`src/slm_pkg.sv`:
```
// shared types and constants of the sorted list merger
package slm_pkg;

   localparam int LIST_DEPTH_DEF = 32;
   localparam int DATA_WIDTH_DEF = 32;
   localparam int LEN_W          = 6;
   localparam int VALUE_W        = 32;
   localparam int CSR_ADDR_W     = 3;
   localparam int CSR_DATA_W     = 32;

   // register index, taken from csr address bit 2
   localparam logic REG_LEN_FIRST  = 1'b0;
   localparam logic REG_LEN_SECOND = 1'b1;

   typedef struct packed {
      logic                      from_second;
      logic signed [VALUE_W-1:0] value;
   } req_type;

   typedef struct packed {
      logic signed [VALUE_W-1:0] merged_value;
      logic                      came_from_second;
      logic                      is_last;
   } rsp_type;

   typedef struct packed {
      logic load;
      logic emit;
   } cmd_type;

   typedef struct packed {
      logic done;
      logic empty;
      logic last;
   } status_type;

endpackage

```
`src/slm_ram.sv`:
```
// generic single-port-write ram with registered read
module slm_ram #(
   parameter int WIDTH = slm_pkg::DATA_WIDTH_DEF,
   parameter int DEPTH = slm_pkg::LIST_DEPTH_DEF,
   localparam int AW   = (DEPTH > 1) ? $clog2(DEPTH) : 1
) (
   input  logic             clock,
   input  logic             wr_en,
   input  logic [AW-1:0]    wr_addr,
   input  logic [WIDTH-1:0] wr_data,
   input  logic [AW-1:0]    rd_addr,
   output logic [WIDTH-1:0] rd_data
);

   logic [WIDTH-1:0] mem [DEPTH];
   logic [WIDTH-1:0] rd_data_ff;

   always_ff @(posedge clock) begin
      if (wr_en) begin
         mem[wr_addr] <= wr_data;
      end
      rd_data_ff <= mem[rd_addr];
   end

   assign rd_data = rd_data_ff;

endmodule

```
`src/slm_datapath.sv`:
```
// list stores, fill counters, merge pointers and result register
module slm_datapath #(
   parameter int LIST_DEPTH = slm_pkg::LIST_DEPTH_DEF,
   parameter int DATA_WIDTH = slm_pkg::DATA_WIDTH_DEF
) (
   input  logic                       clock,
   input  logic                       reset,
   input  slm_pkg::cmd_type           cmd,
   input  slm_pkg::req_type           req_data,
   input  logic [slm_pkg::LEN_W-1:0]  len_first,
   input  logic [slm_pkg::LEN_W-1:0]  len_second,
   output slm_pkg::status_type        status,
   output slm_pkg::rsp_type           rsp_data
);

   localparam int AW    = (LIST_DEPTH > 1) ? $clog2(LIST_DEPTH) : 1;
   localparam int CNT_W = $clog2(LIST_DEPTH + 1);

   logic [CNT_W-1:0] na, nb;
   logic [CNT_W-1:0] fill_a_ff, fill_a_in, fill_b_ff, fill_b_in;
   logic [CNT_W-1:0] fill_a_next, fill_b_next;
   logic [CNT_W-1:0] ia_ff, ia_in, ib_ff, ib_in, ia_step, ib_step;
   logic             wr_a, wr_b, done;
   logic             a_left, b_left, take_a, last;
   logic signed [DATA_WIDTH-1:0] head_a, head_b, head_sel;
   slm_pkg::rsp_type rsp_ff, rsp_in;

   // lengths above the store depth count as the depth
   assign na = (len_first > slm_pkg::LEN_W'(LIST_DEPTH)) ? CNT_W'(LIST_DEPTH)
                                                         : CNT_W'(len_first);
   assign nb = (len_second > slm_pkg::LEN_W'(LIST_DEPTH)) ? CNT_W'(LIST_DEPTH)
                                                          : CNT_W'(len_second);

   // loading
   assign wr_a = cmd.load && !req_data.from_second && (fill_a_ff < na);
   assign wr_b = cmd.load &&  req_data.from_second && (fill_b_ff < nb);
   assign fill_a_next = fill_a_ff + CNT_W'(wr_a);
   assign fill_b_next = fill_b_ff + CNT_W'(wr_b);
   assign done = (fill_a_next >= na) && (fill_b_next >= nb);

   always_comb begin
      fill_a_in = fill_a_ff;
      fill_b_in = fill_b_ff;
      if (cmd.load) begin
         fill_a_in = done ? '0 : fill_a_next;
         fill_b_in = done ? '0 : fill_b_next;
      end
   end

   // merge step
   assign a_left   = ia_ff < na;
   assign b_left   = ib_ff < nb;
   assign take_a   = a_left && (!b_left || (head_a < head_b));
   assign ia_step  = ia_ff + CNT_W'(take_a);
   assign ib_step  = ib_ff + CNT_W'(!take_a);
   assign last     = (ia_step == na) && (ib_step == nb);
   assign head_sel = take_a ? head_a : head_b;

   always_comb begin
      ia_in  = ia_ff;
      ib_in  = ib_ff;
      rsp_in = rsp_ff;
      if (cmd.emit) begin
         ia_in = last ? '0 : ia_step;
         ib_in = last ? '0 : ib_step;
         rsp_in.merged_value     = slm_pkg::VALUE_W'(head_sel);
         rsp_in.came_from_second = !take_a;
         rsp_in.is_last          = last;
      end
   end

   always_ff @(posedge clock) begin
      if (reset) begin
         fill_a_ff <= '0;
         fill_b_ff <= '0;
         ia_ff     <= '0;
         ib_ff     <= '0;
      end else begin
         fill_a_ff <= fill_a_in;
         fill_b_ff <= fill_b_in;
         ia_ff     <= ia_in;
         ib_ff     <= ib_in;
      end
      rsp_ff <= rsp_in;
   end

   slm_ram #(.WIDTH(DATA_WIDTH), .DEPTH(LIST_DEPTH)) u_first_store (
      .clock   (clock),
      .wr_en   (wr_a),
      .wr_addr (fill_a_ff[AW-1:0]),
      .wr_data (req_data.value[DATA_WIDTH-1:0]),
      .rd_addr (ia_in[AW-1:0]),
      .rd_data (head_a)
   );

   slm_ram #(.WIDTH(DATA_WIDTH), .DEPTH(LIST_DEPTH)) u_second_store (
      .clock   (clock),
      .wr_en   (wr_b),
      .wr_addr (fill_b_ff[AW-1:0]),
      .wr_data (req_data.value[DATA_WIDTH-1:0]),
      .rd_addr (ib_in[AW-1:0]),
      .rd_data (head_b)
   );

   assign status.done  = done;
   assign status.empty = (na == '0) && (nb == '0);
   assign status.last  = last;
   assign rsp_data     = rsp_ff;

endmodule

```
`src/slm_ctrl.sv`:
```
// controller state machine of the sorted list merger
module slm_ctrl (
   input  logic                 clock,
   input  logic                 reset,
   input  logic                 start,
   input  slm_pkg::status_type  status,
   output slm_pkg::cmd_type     cmd,
   output logic                 busy,
   output logic                 rsp_strobe
);

   typedef enum logic [1:0] {
      ST_IDLE,
      ST_PRIME,
      ST_MERGE
   } state_type;

   state_type state_ff, state_in;
   logic      strobe_ff;

   assign cmd.load = start && (state_ff == ST_IDLE);
   assign cmd.emit = (state_ff == ST_MERGE);

   always_comb begin
      state_in = state_ff;
      unique case (state_ff)
         ST_IDLE: begin
            if (cmd.load && status.done && !status.empty) begin
               state_in = ST_PRIME;
            end
         end
         ST_PRIME: begin
            state_in = ST_MERGE;
         end
         ST_MERGE: begin
            if (status.last) begin
               state_in = ST_IDLE;
            end
         end
         default: begin
            state_in = ST_IDLE;
         end
      endcase
   end

   always_ff @(posedge clock) begin
      if (reset) begin
         state_ff  <= ST_IDLE;
         strobe_ff <= 1'b0;
      end else begin
         state_ff  <= state_in;
         strobe_ff <= cmd.emit;
      end
   end

   assign busy       = (state_ff != ST_IDLE);
   assign rsp_strobe = strobe_ff;

endmodule

```
`src/sorted_list_merger_unit.sv`:
```
// top level of the sorted list merger
//
// two ascending lists of signed values are loaded one element per transaction
// (start high while busy is low), each element tagged with its list; elements
// beyond a list's length register (len_first, len_second, capped at the store
// depth) are dropped. on the transaction that fills both lists the block raises
// busy until the last result is issued: a prime state primes the registered read
// port of each list store, then the merge loop issues one result per cycle, the
// smaller head first and the second list's head on a tie, then the leftover
// tail. results show on rsp_data for exactly one cycle under rsp_strobe,
// starting after the prime state, registered together with the strobe, and the
// last one carries is_last. the receiver cannot stall this stream. when both
// lengths are zero no result is produced and busy stays low. after a run both
// fill counts are back at zero. no element is taken while a merge runs, since
// busy stays high until the last result is issued.
// the lengths may only be written while busy is low and no run is pending.
module sorted_list_merger_unit #(
   parameter int LIST_DEPTH = slm_pkg::LIST_DEPTH_DEF,
   parameter int DATA_WIDTH = slm_pkg::DATA_WIDTH_DEF
) (
   input  logic                              clock,
   input  logic                              reset,
   // item channel
   input  logic                              start,
   output logic                              busy,
   input  slm_pkg::req_type                  req_data,
   // result channel
   output logic                              rsp_strobe,
   output slm_pkg::rsp_type                  rsp_data,
   // register port
   input  logic                              psel,
   input  logic                              penable,
   input  logic                              pwrite,
   input  logic [slm_pkg::CSR_ADDR_W-1:0]    paddr,
   input  logic [slm_pkg::CSR_DATA_W-1:0]    pwdata,
   output logic [slm_pkg::CSR_DATA_W-1:0]    prdata,
   output logic                              pready
);

   logic [slm_pkg::LEN_W-1:0] len_first_ff, len_first_in;
   logic [slm_pkg::LEN_W-1:0] len_second_ff, len_second_in;
   logic                      csr_write;
   logic                      csr_index;
   slm_pkg::cmd_type          cmd;
   slm_pkg::status_type       status;

   // register port: pready is always high, index from address bit 2
   assign pready    = 1'b1;
   assign csr_write = psel && penable && pwrite && pready;
   assign csr_index = paddr[2];

   always_comb begin
      len_first_in  = len_first_ff;
      len_second_in = len_second_ff;
      if (csr_write) begin
         unique case (csr_index)
            slm_pkg::REG_LEN_FIRST:  len_first_in  = pwdata[slm_pkg::LEN_W-1:0];
            slm_pkg::REG_LEN_SECOND: len_second_in = pwdata[slm_pkg::LEN_W-1:0];
            default: ;
         endcase
      end
   end

   always_ff @(posedge clock) begin
      if (reset) begin
         len_first_ff  <= '0;
         len_second_ff <= '0;
      end else begin
         len_first_ff  <= len_first_in;
         len_second_ff <= len_second_in;
      end
   end

   // read back the addressed length
   assign prdata = (csr_index == slm_pkg::REG_LEN_SECOND)
                 ? slm_pkg::CSR_DATA_W'(len_second_ff)
                 : slm_pkg::CSR_DATA_W'(len_first_ff);

   // sequencing of load, prime and merge
   slm_ctrl u_ctrl (
      .clock      (clock),
      .reset      (reset),
      .start      (start),
      .status     (status),
      .cmd        (cmd),
      .busy       (busy),
      .rsp_strobe (rsp_strobe)
   );

   // stores, counters, pointers and the result register
   slm_datapath #(.LIST_DEPTH(LIST_DEPTH), .DATA_WIDTH(DATA_WIDTH)) u_datapath (
      .clock      (clock),
      .reset      (reset),
      .cmd        (cmd),
      .req_data   (req_data),
      .len_first  (len_first_ff),
      .len_second (len_second_ff),
      .status     (status),
      .rsp_data   (rsp_data)
   );

`ifndef SYNTHESIS
   // a result that is not the last one means the run is still going
   a_mid_run_busy: assert property (@(posedge clock) disable iff (reset)
      (rsp_strobe && !rsp_data.is_last) |-> busy)
      else $error("result before end of run while idle");

   // the last result of a run is never followed directly by another
   a_last_ends_run: assert property (@(posedge clock) disable iff (reset)
      (rsp_strobe && rsp_data.is_last) |=> !rsp_strobe)
      else $error("result right after the last one");

   // a run opens with the prime cycle, so no result on its first busy cycle
   a_prime_first: assert property (@(posedge clock) disable iff (reset)
      $rose(busy) |-> !rsp_strobe)
      else $error("result in prime cycle");
`endif

endmodule

```
`config.mk`:
```
export PLATFORM = sky130hd
export DESIGN_NAME = sorted_list_merger_unit
export DESIGN_NICKNAME = d
export VERILOG_FILES = /design/src/slm_pkg.sv /design/src/slm_ram.sv /design/src/slm_datapath.sv /design/src/slm_ctrl.sv /design/src/sorted_list_merger_unit.sv
export SDC_FILE = /design/constraint.sdc
export NUM_CORES = 2
export LEC_CHECK = 0
export BUFFER_PORTS_ARGS = -buffer_cell sky130_fd_sc_hd__buf_2
export CORE_MARGIN = 3
export CORE_UTILIZATION = 63
export CTS_CLUSTER_SIZE = 28
export DETAILED_ROUTE_END_ITERATION = 10
export HOLD_SLACK_MARGIN = 0.15
export PLACE_DENSITY_LB_ADDON = 0.25
export SYNTH_ARGS = -nofsm -noshare
export SYNTH_HDL_FRONTEND = slang
export SYNTH_SLANG_ARGS = --single-unit
```
`constraint.sdc`:
```
create_clock -name clock -period 7.9 [get_ports clock]
set_clock_uncertainty 0.1 [all_clocks]
set_input_delay 0.79 -clock clock [delete_from_list [all_inputs] [get_ports clock]]
set_output_delay 0.79 -clock clock [all_outputs]
set_load 0.01 [all_outputs]
```
==> flow_summary.yaml <==
status:
  status: "complete, no violations"
clock_tree:
  h-tree-depth: 4
  numCtsBuffers: 207
  clk_pin_slew_ns: 0.06
  cts_num_sinks: 2185
  cts_root_buffer: "clkbuf_16"
  clockBufferDepth: 3
  cts_tree: "done"
  insertion_delay_ns: 0.85
  cts_resized: 0
power:
  power_density_nw_per_um2: 247
  comb_power_share: 0.061
  p_sw_frac: 0.222
  vdd_drop_max_mv: 0.238
  leakage_nw: 34.1
  seqPwrFrac: 0.531
  power_frac_clock: 0.407
  p_sw_mw: 5.38
  p_int_mw: 18.9
critical_path:
  crit_type: "reg2reg"
  r2r-end: "u_datapath.u_second_store.rd_data[22]$_DFF_P_"
  rrSetupSlack_ns: 0.46
  critical-path-slowest-cell: "o22ai_4"
  max_stage_delay_ns: 0.94
  cp.arrival_ns: 8.11
  path_buf_inv: 3
  cp.required_ns: 8.57
  reg2reg_depth: 23
  path_max_fanout: 20
  end_kind: "flip-flop"
  path_cells: "inv_1 -> ha_1 -> a21o_1 -> a21o_1 -> a21o_1 -> a21oi_1 -> o21ai_0 -> a211oi_1 -> o211ai_1 -> a21boi_4 -> inv_1 -> ha_1 -> ha_1 -> xnor2_1 -> a21oi_1 -> and3_1 -> o2111ai_4 -> nor2_4 -> o22ai_4 -> buf_4 -> o31ai_1 -> a311oi_1 -> o32a_1"
  timing.critical_path.max_delay_family: "compound AO/OA/AOI/OAI gates"
  start_kind: "flip-flop"
  rr_startpoint: "u_datapath.u_second_store.rd_data[25]$_DFF_P_"
timing:
  maxSlewViolCount: 0
  setup_ws_ns: 0.457
  slew-limit-headroom: 0.123
  worstMarginPinSlew_ns: 1.32
  setup_viol: 0
  max_freq_mhz: 134
  finalHoldViolations: 0
  setup_tns_ns: 0
  fin_crit_ns: 7.44
  rsz0062_at_grt: "no"
  min_period_over_period: 0.942
routing:
  route.met3.wl_mm: 34.4
  met2_length_mm: 119
  topRoutingLayerUsed: "met5"
  vias: 56300
  via_per_inst: 6.87
  wl_mm: 253
  wl_met1_mm: 86.1
  drt_first_pass_iters: 8
  wire_per_inst_um: 30.9
  ant_nets: 0
  drtIter0Drc: 8314
  drc_errors: 0
logic_synthesis:
  ys.warnings.count: 0
  ys_seq_area_frac: 0.736
  synth.avg_cell_area_sq_um: 14.4
  ys_async_sr_fraction: 0
  ys.flop_type: "edfxtp_1"
  synthCells: 6107
  netlist_area_sq_um: 87800
  synth_cell_type_count: 78
  synth_enable_flop_cells: 2082
  synth_seq_cells: 2185
global_route:
  grt_first_pass_wirelength_mm: 364
  grt_start_max_net_pins: 133
  grt_remaining_overflow: 0
  grt_pass1_vias: 54300
  grtUsageTotal: 0.351
  antenna_found_initial: 23
floorplanning:
  fp.dieArea_sq_um: 144000
  die_h_um: 379
  start_util: 0.637
  core-area_sq_um: 138000
  num_rows: 136
  io_pins: 143
  die_w_um: 379
placement:
  io_buffer_count: 87
  hpwl_mm: 138
  gp_congestion: 0.889
  place_area_sq_um: 91300
  place_ws_ns: 0.717
finish:
  drive_gt1_frac: 0.128
  finish.utilization: 0.712
  fin_area_sq_um: 98100
  syn_to_final_growth_pct: 11.8
  nets: 6352
min_path:
  worstHoldEndpoint: "len_second_ff[5]$_SDFFE_PP0P_"
  hold_depth: 3
  min_path_type: "in2reg"
  min_from: "pwdata[5]"
job:
  maxCapViolCount: 0
==> layout make-up <==
type / instances / area [sq um]
sequential: 2185 / 64600
inverter: 47 / 176
fill: 8647 / 39700
multi-input combinational: 3479 / 22100
tap: 1794 / 2240
clock buffer: 288 / 5720
timing repair buffer: 287 / 2290
antenna: 9 / 22.5
clock inverter: 102 / 1010
==> metrics by stage <==
step	hold WS, ns	power [mW]	cells
5_1_grt	0.274	24.8	8188
2_1_floorplan	0.360	13.9	6132
3_5_place_dp	0.377	14.5	7787
6_report	0.288	24.2	8191
4_1_cts	0.215	24.2	8182
3_3_place_gp	0.373	14.5	7787
==> cell families (layout without fill, tap and decap cells) <==
logic type                 Yosys count  after routing  synth area share
xor gates and xnor gates            21             21           0.00257
buffers and inverters              468            724            0.0221
and+or+nand+nor                   1810           1810            0.0905
adders and majority gates           71             71            0.0101
AOI/OAI and AO/OA                 1141           1141            0.0831
DFF                               2185           2185             0.736
other                                2             36         0.0000856
muxes                              409            409            0.0556
==> cells in the final DEF, fill, tap and decap left out, types with 29 or more instances in the layout <==
| master | netlist | routed |
|---|---|---|
| clkbuf_1 | 293 | 63 |
| nor4_1 | 41 | 41 |
| ha_1 | 71 | 71 |
| nand3_1 | 112 | 112 |
| edfxtp_1 | 2082 | 2082 |
| nor3_1 | 107 | 106 |
| a31oi_1 | 72 | 72 |
| clkbuf_16 | 0 | 212 |
| a211oi_1 | 60 | 60 |
| or2_2 | 32 | 32 |
| mux2i_1 | 312 | 310 |
| a21oi_1 | 369 | 369 |
| mux2_2 | 38 | 38 |
| and3_1 | 99 | 99 |
| or4_1 | 31 | 31 |
| clkinv_2 | 0 | 29 |
| a2111oi_0 | 35 | 35 |
| buf_4 | 32 | 168 |
| nor2_4 | 1 | 69 |
| o21bai_1 | 32 | 32 |
| dfxtp_1 | 103 | 103 |
| a221oi_1 | 63 | 63 |
| buf_2 | 45 | 87 |
| o22ai_1 | 36 | 34 |
| o221ai_1 | 95 | 95 |
| nor2_1 | 352 | 285 |
| inv_1 | 46 | 46 |
| clkinv_1 | 0 | 36 |
| nand2_1 | 944 | 940 |
| o21ai_0 | 207 | 206 |
| mux4_2 | 59 | 59 |
==> power by group through the flow <==
stage	Sequential (mW)	Combinational [mW]	Clock (mW)
2_1_floorplan	13.0	0.809	0
3_3_place_gp	13.1	1.41	0
3_5_place_dp	13.1	1.44	0
4_1_cts	12.9	1.45	9.88
5_1_grt	12.9	1.57	10.3
6_report	12.9	1.49	9.87
==> Yosys cell counts, types with 6 or more instances <==
cell type | instances | area [sq um]
a2111oi_0 | 35 | 307
a211oi_1 | 60 | 450
a21o_1 | 20 | 150
a21oi_1 | 369 | 1850
a221oi_1 | 63 | 552
a22oi_1 | 28 | 210
a31oi_1 | 72 | 450
a32oi_1 | 20 | 175
and3_1 | 99 | 619
buf_1 | 50 | 188
buf_2 | 45 | 225
buf_4 | 32 | 240
clkbuf_1 | 293 | 1100
dfxtp_1 | 103 | 2060
edfxtp_1 | 2082 | 62500
ha_1 | 71 | 888
inv_1 | 46 | 173
mux2_2 | 38 | 428
mux2i_1 | 312 | 3120
mux4_2 | 59 | 1330
nand2_1 | 944 | 3540
nand2b_1 | 12 | 75.1
nand3_1 | 112 | 561
nand3b_1 | 13 | 97.6
nand4_1 | 27 | 169
nor2_1 | 352 | 1320
nor2b_1 | 8 | 50.1
nor3_1 | 107 | 536
nor4_1 | 41 | 257
o211ai_1 | 9 | 67.6
o21a_1 | 16 | 120
o21ai_0 | 207 | 1040
o21ai_1 | 21 | 105
o21bai_1 | 32 | 240
o221ai_1 | 95 | 832
o22ai_1 | 36 | 225
o311ai_0 | 8 | 70.1
o31ai_1 | 15 | 113
or2_2 | 32 | 200
or3b_2 | 7 | 61.3
or4_1 | 31 | 233
xnor2_1 | 12 | 105
xor2_1 | 6 | 52.6
==> worst reg2reg max path, stage by stage, from the launching register on <==
cell,delay [ns]
dfxtp_1,0.54
inv_1,0.09
ha_1,0.32
a21o_1,0.18
a21o_1,0.17
a21o_1,0.18
a21oi_1,0.13
o21ai_0,0.20
a211oi_1,0.49
o211ai_1,0.32
a21boi_4,0.25
inv_1,0.09
ha_1,0.24
ha_1,0.24
xnor2_1,0.29
a21oi_1,0.13
and3_1,0.24
o2111ai_4,0.55
nor2_4,0.34
o22ai_4,0.94
buf_4,0.37
o31ai_1,0.11
a311oi_1,0.64
o32a_1,0.25
==> repair_timing <==
item | in CTS | in global routing
endpoints found under the setup margin | 0 | 0
setup buffers | 0 | 0
hold endpoints to repair | 10 | 0
hold buffers | 5 | 0
==> registers in the layout, summed over array words and instances (netlist names), 2 cells and up <==
register / cells
u_datapath.u_first_store.mem: 1024
u_datapath.u_second_store.mem: 1024
u_datapath.rsp_data: 34
u_datapath.u_first_store.rd_data: 32
u_datapath.u_second_store.rd_data: 32
len_first_ff: 6
len_second_ff: 6
u_datapath.fill_a_ff: 6
u_datapath.fill_b_ff: 6
u_datapath.ia_ff: 6
u_datapath.ib_ff: 6
u_ctrl.state_ff: 2
==> routing by layer <==
layer,vias up,global-route usage
li1,23500,-
met1,27800,0.458
met2,4162,0.554
met3,814,0.0921
met4,4,0.169
met5,-,0.00720
==> worst max path at each step <==
stage                     slack, ns                                       endpoint  cells after the start                                          start
final                          0.46  u_datapath.u_second_store.rd_data[22]$_DFF_P_                     23  u_datapath.u_second_store.rd_data[25]$_DFF_P_
after detailed placement       0.72  u_datapath.u_second_store.rd_data[22]$_DFF_P_                     23  u_datapath.u_second_store.rd_data[25]$_DFF_P_
after CTS                      0.60  u_datapath.u_second_store.rd_data[22]$_DFF_P_                     23  u_datapath.u_second_store.rd_data[25]$_DFF_P_
after floorplan                2.40   u_datapath.u_first_store.rd_data[15]$_DFF_P_                     25  u_datapath.u_second_store.rd_data[25]$_DFF_P_
after global routing           0.34  u_datapath.u_second_store.rd_data[22]$_DFF_P_                     23  u_datapath.u_second_store.rd_data[25]$_DFF_P_
after global placement         0.74  u_datapath.u_second_store.rd_data[22]$_DFF_P_                     23  u_datapath.u_second_store.rd_data[25]$_DFF_P_
Power figures use the tool's default switching activity.
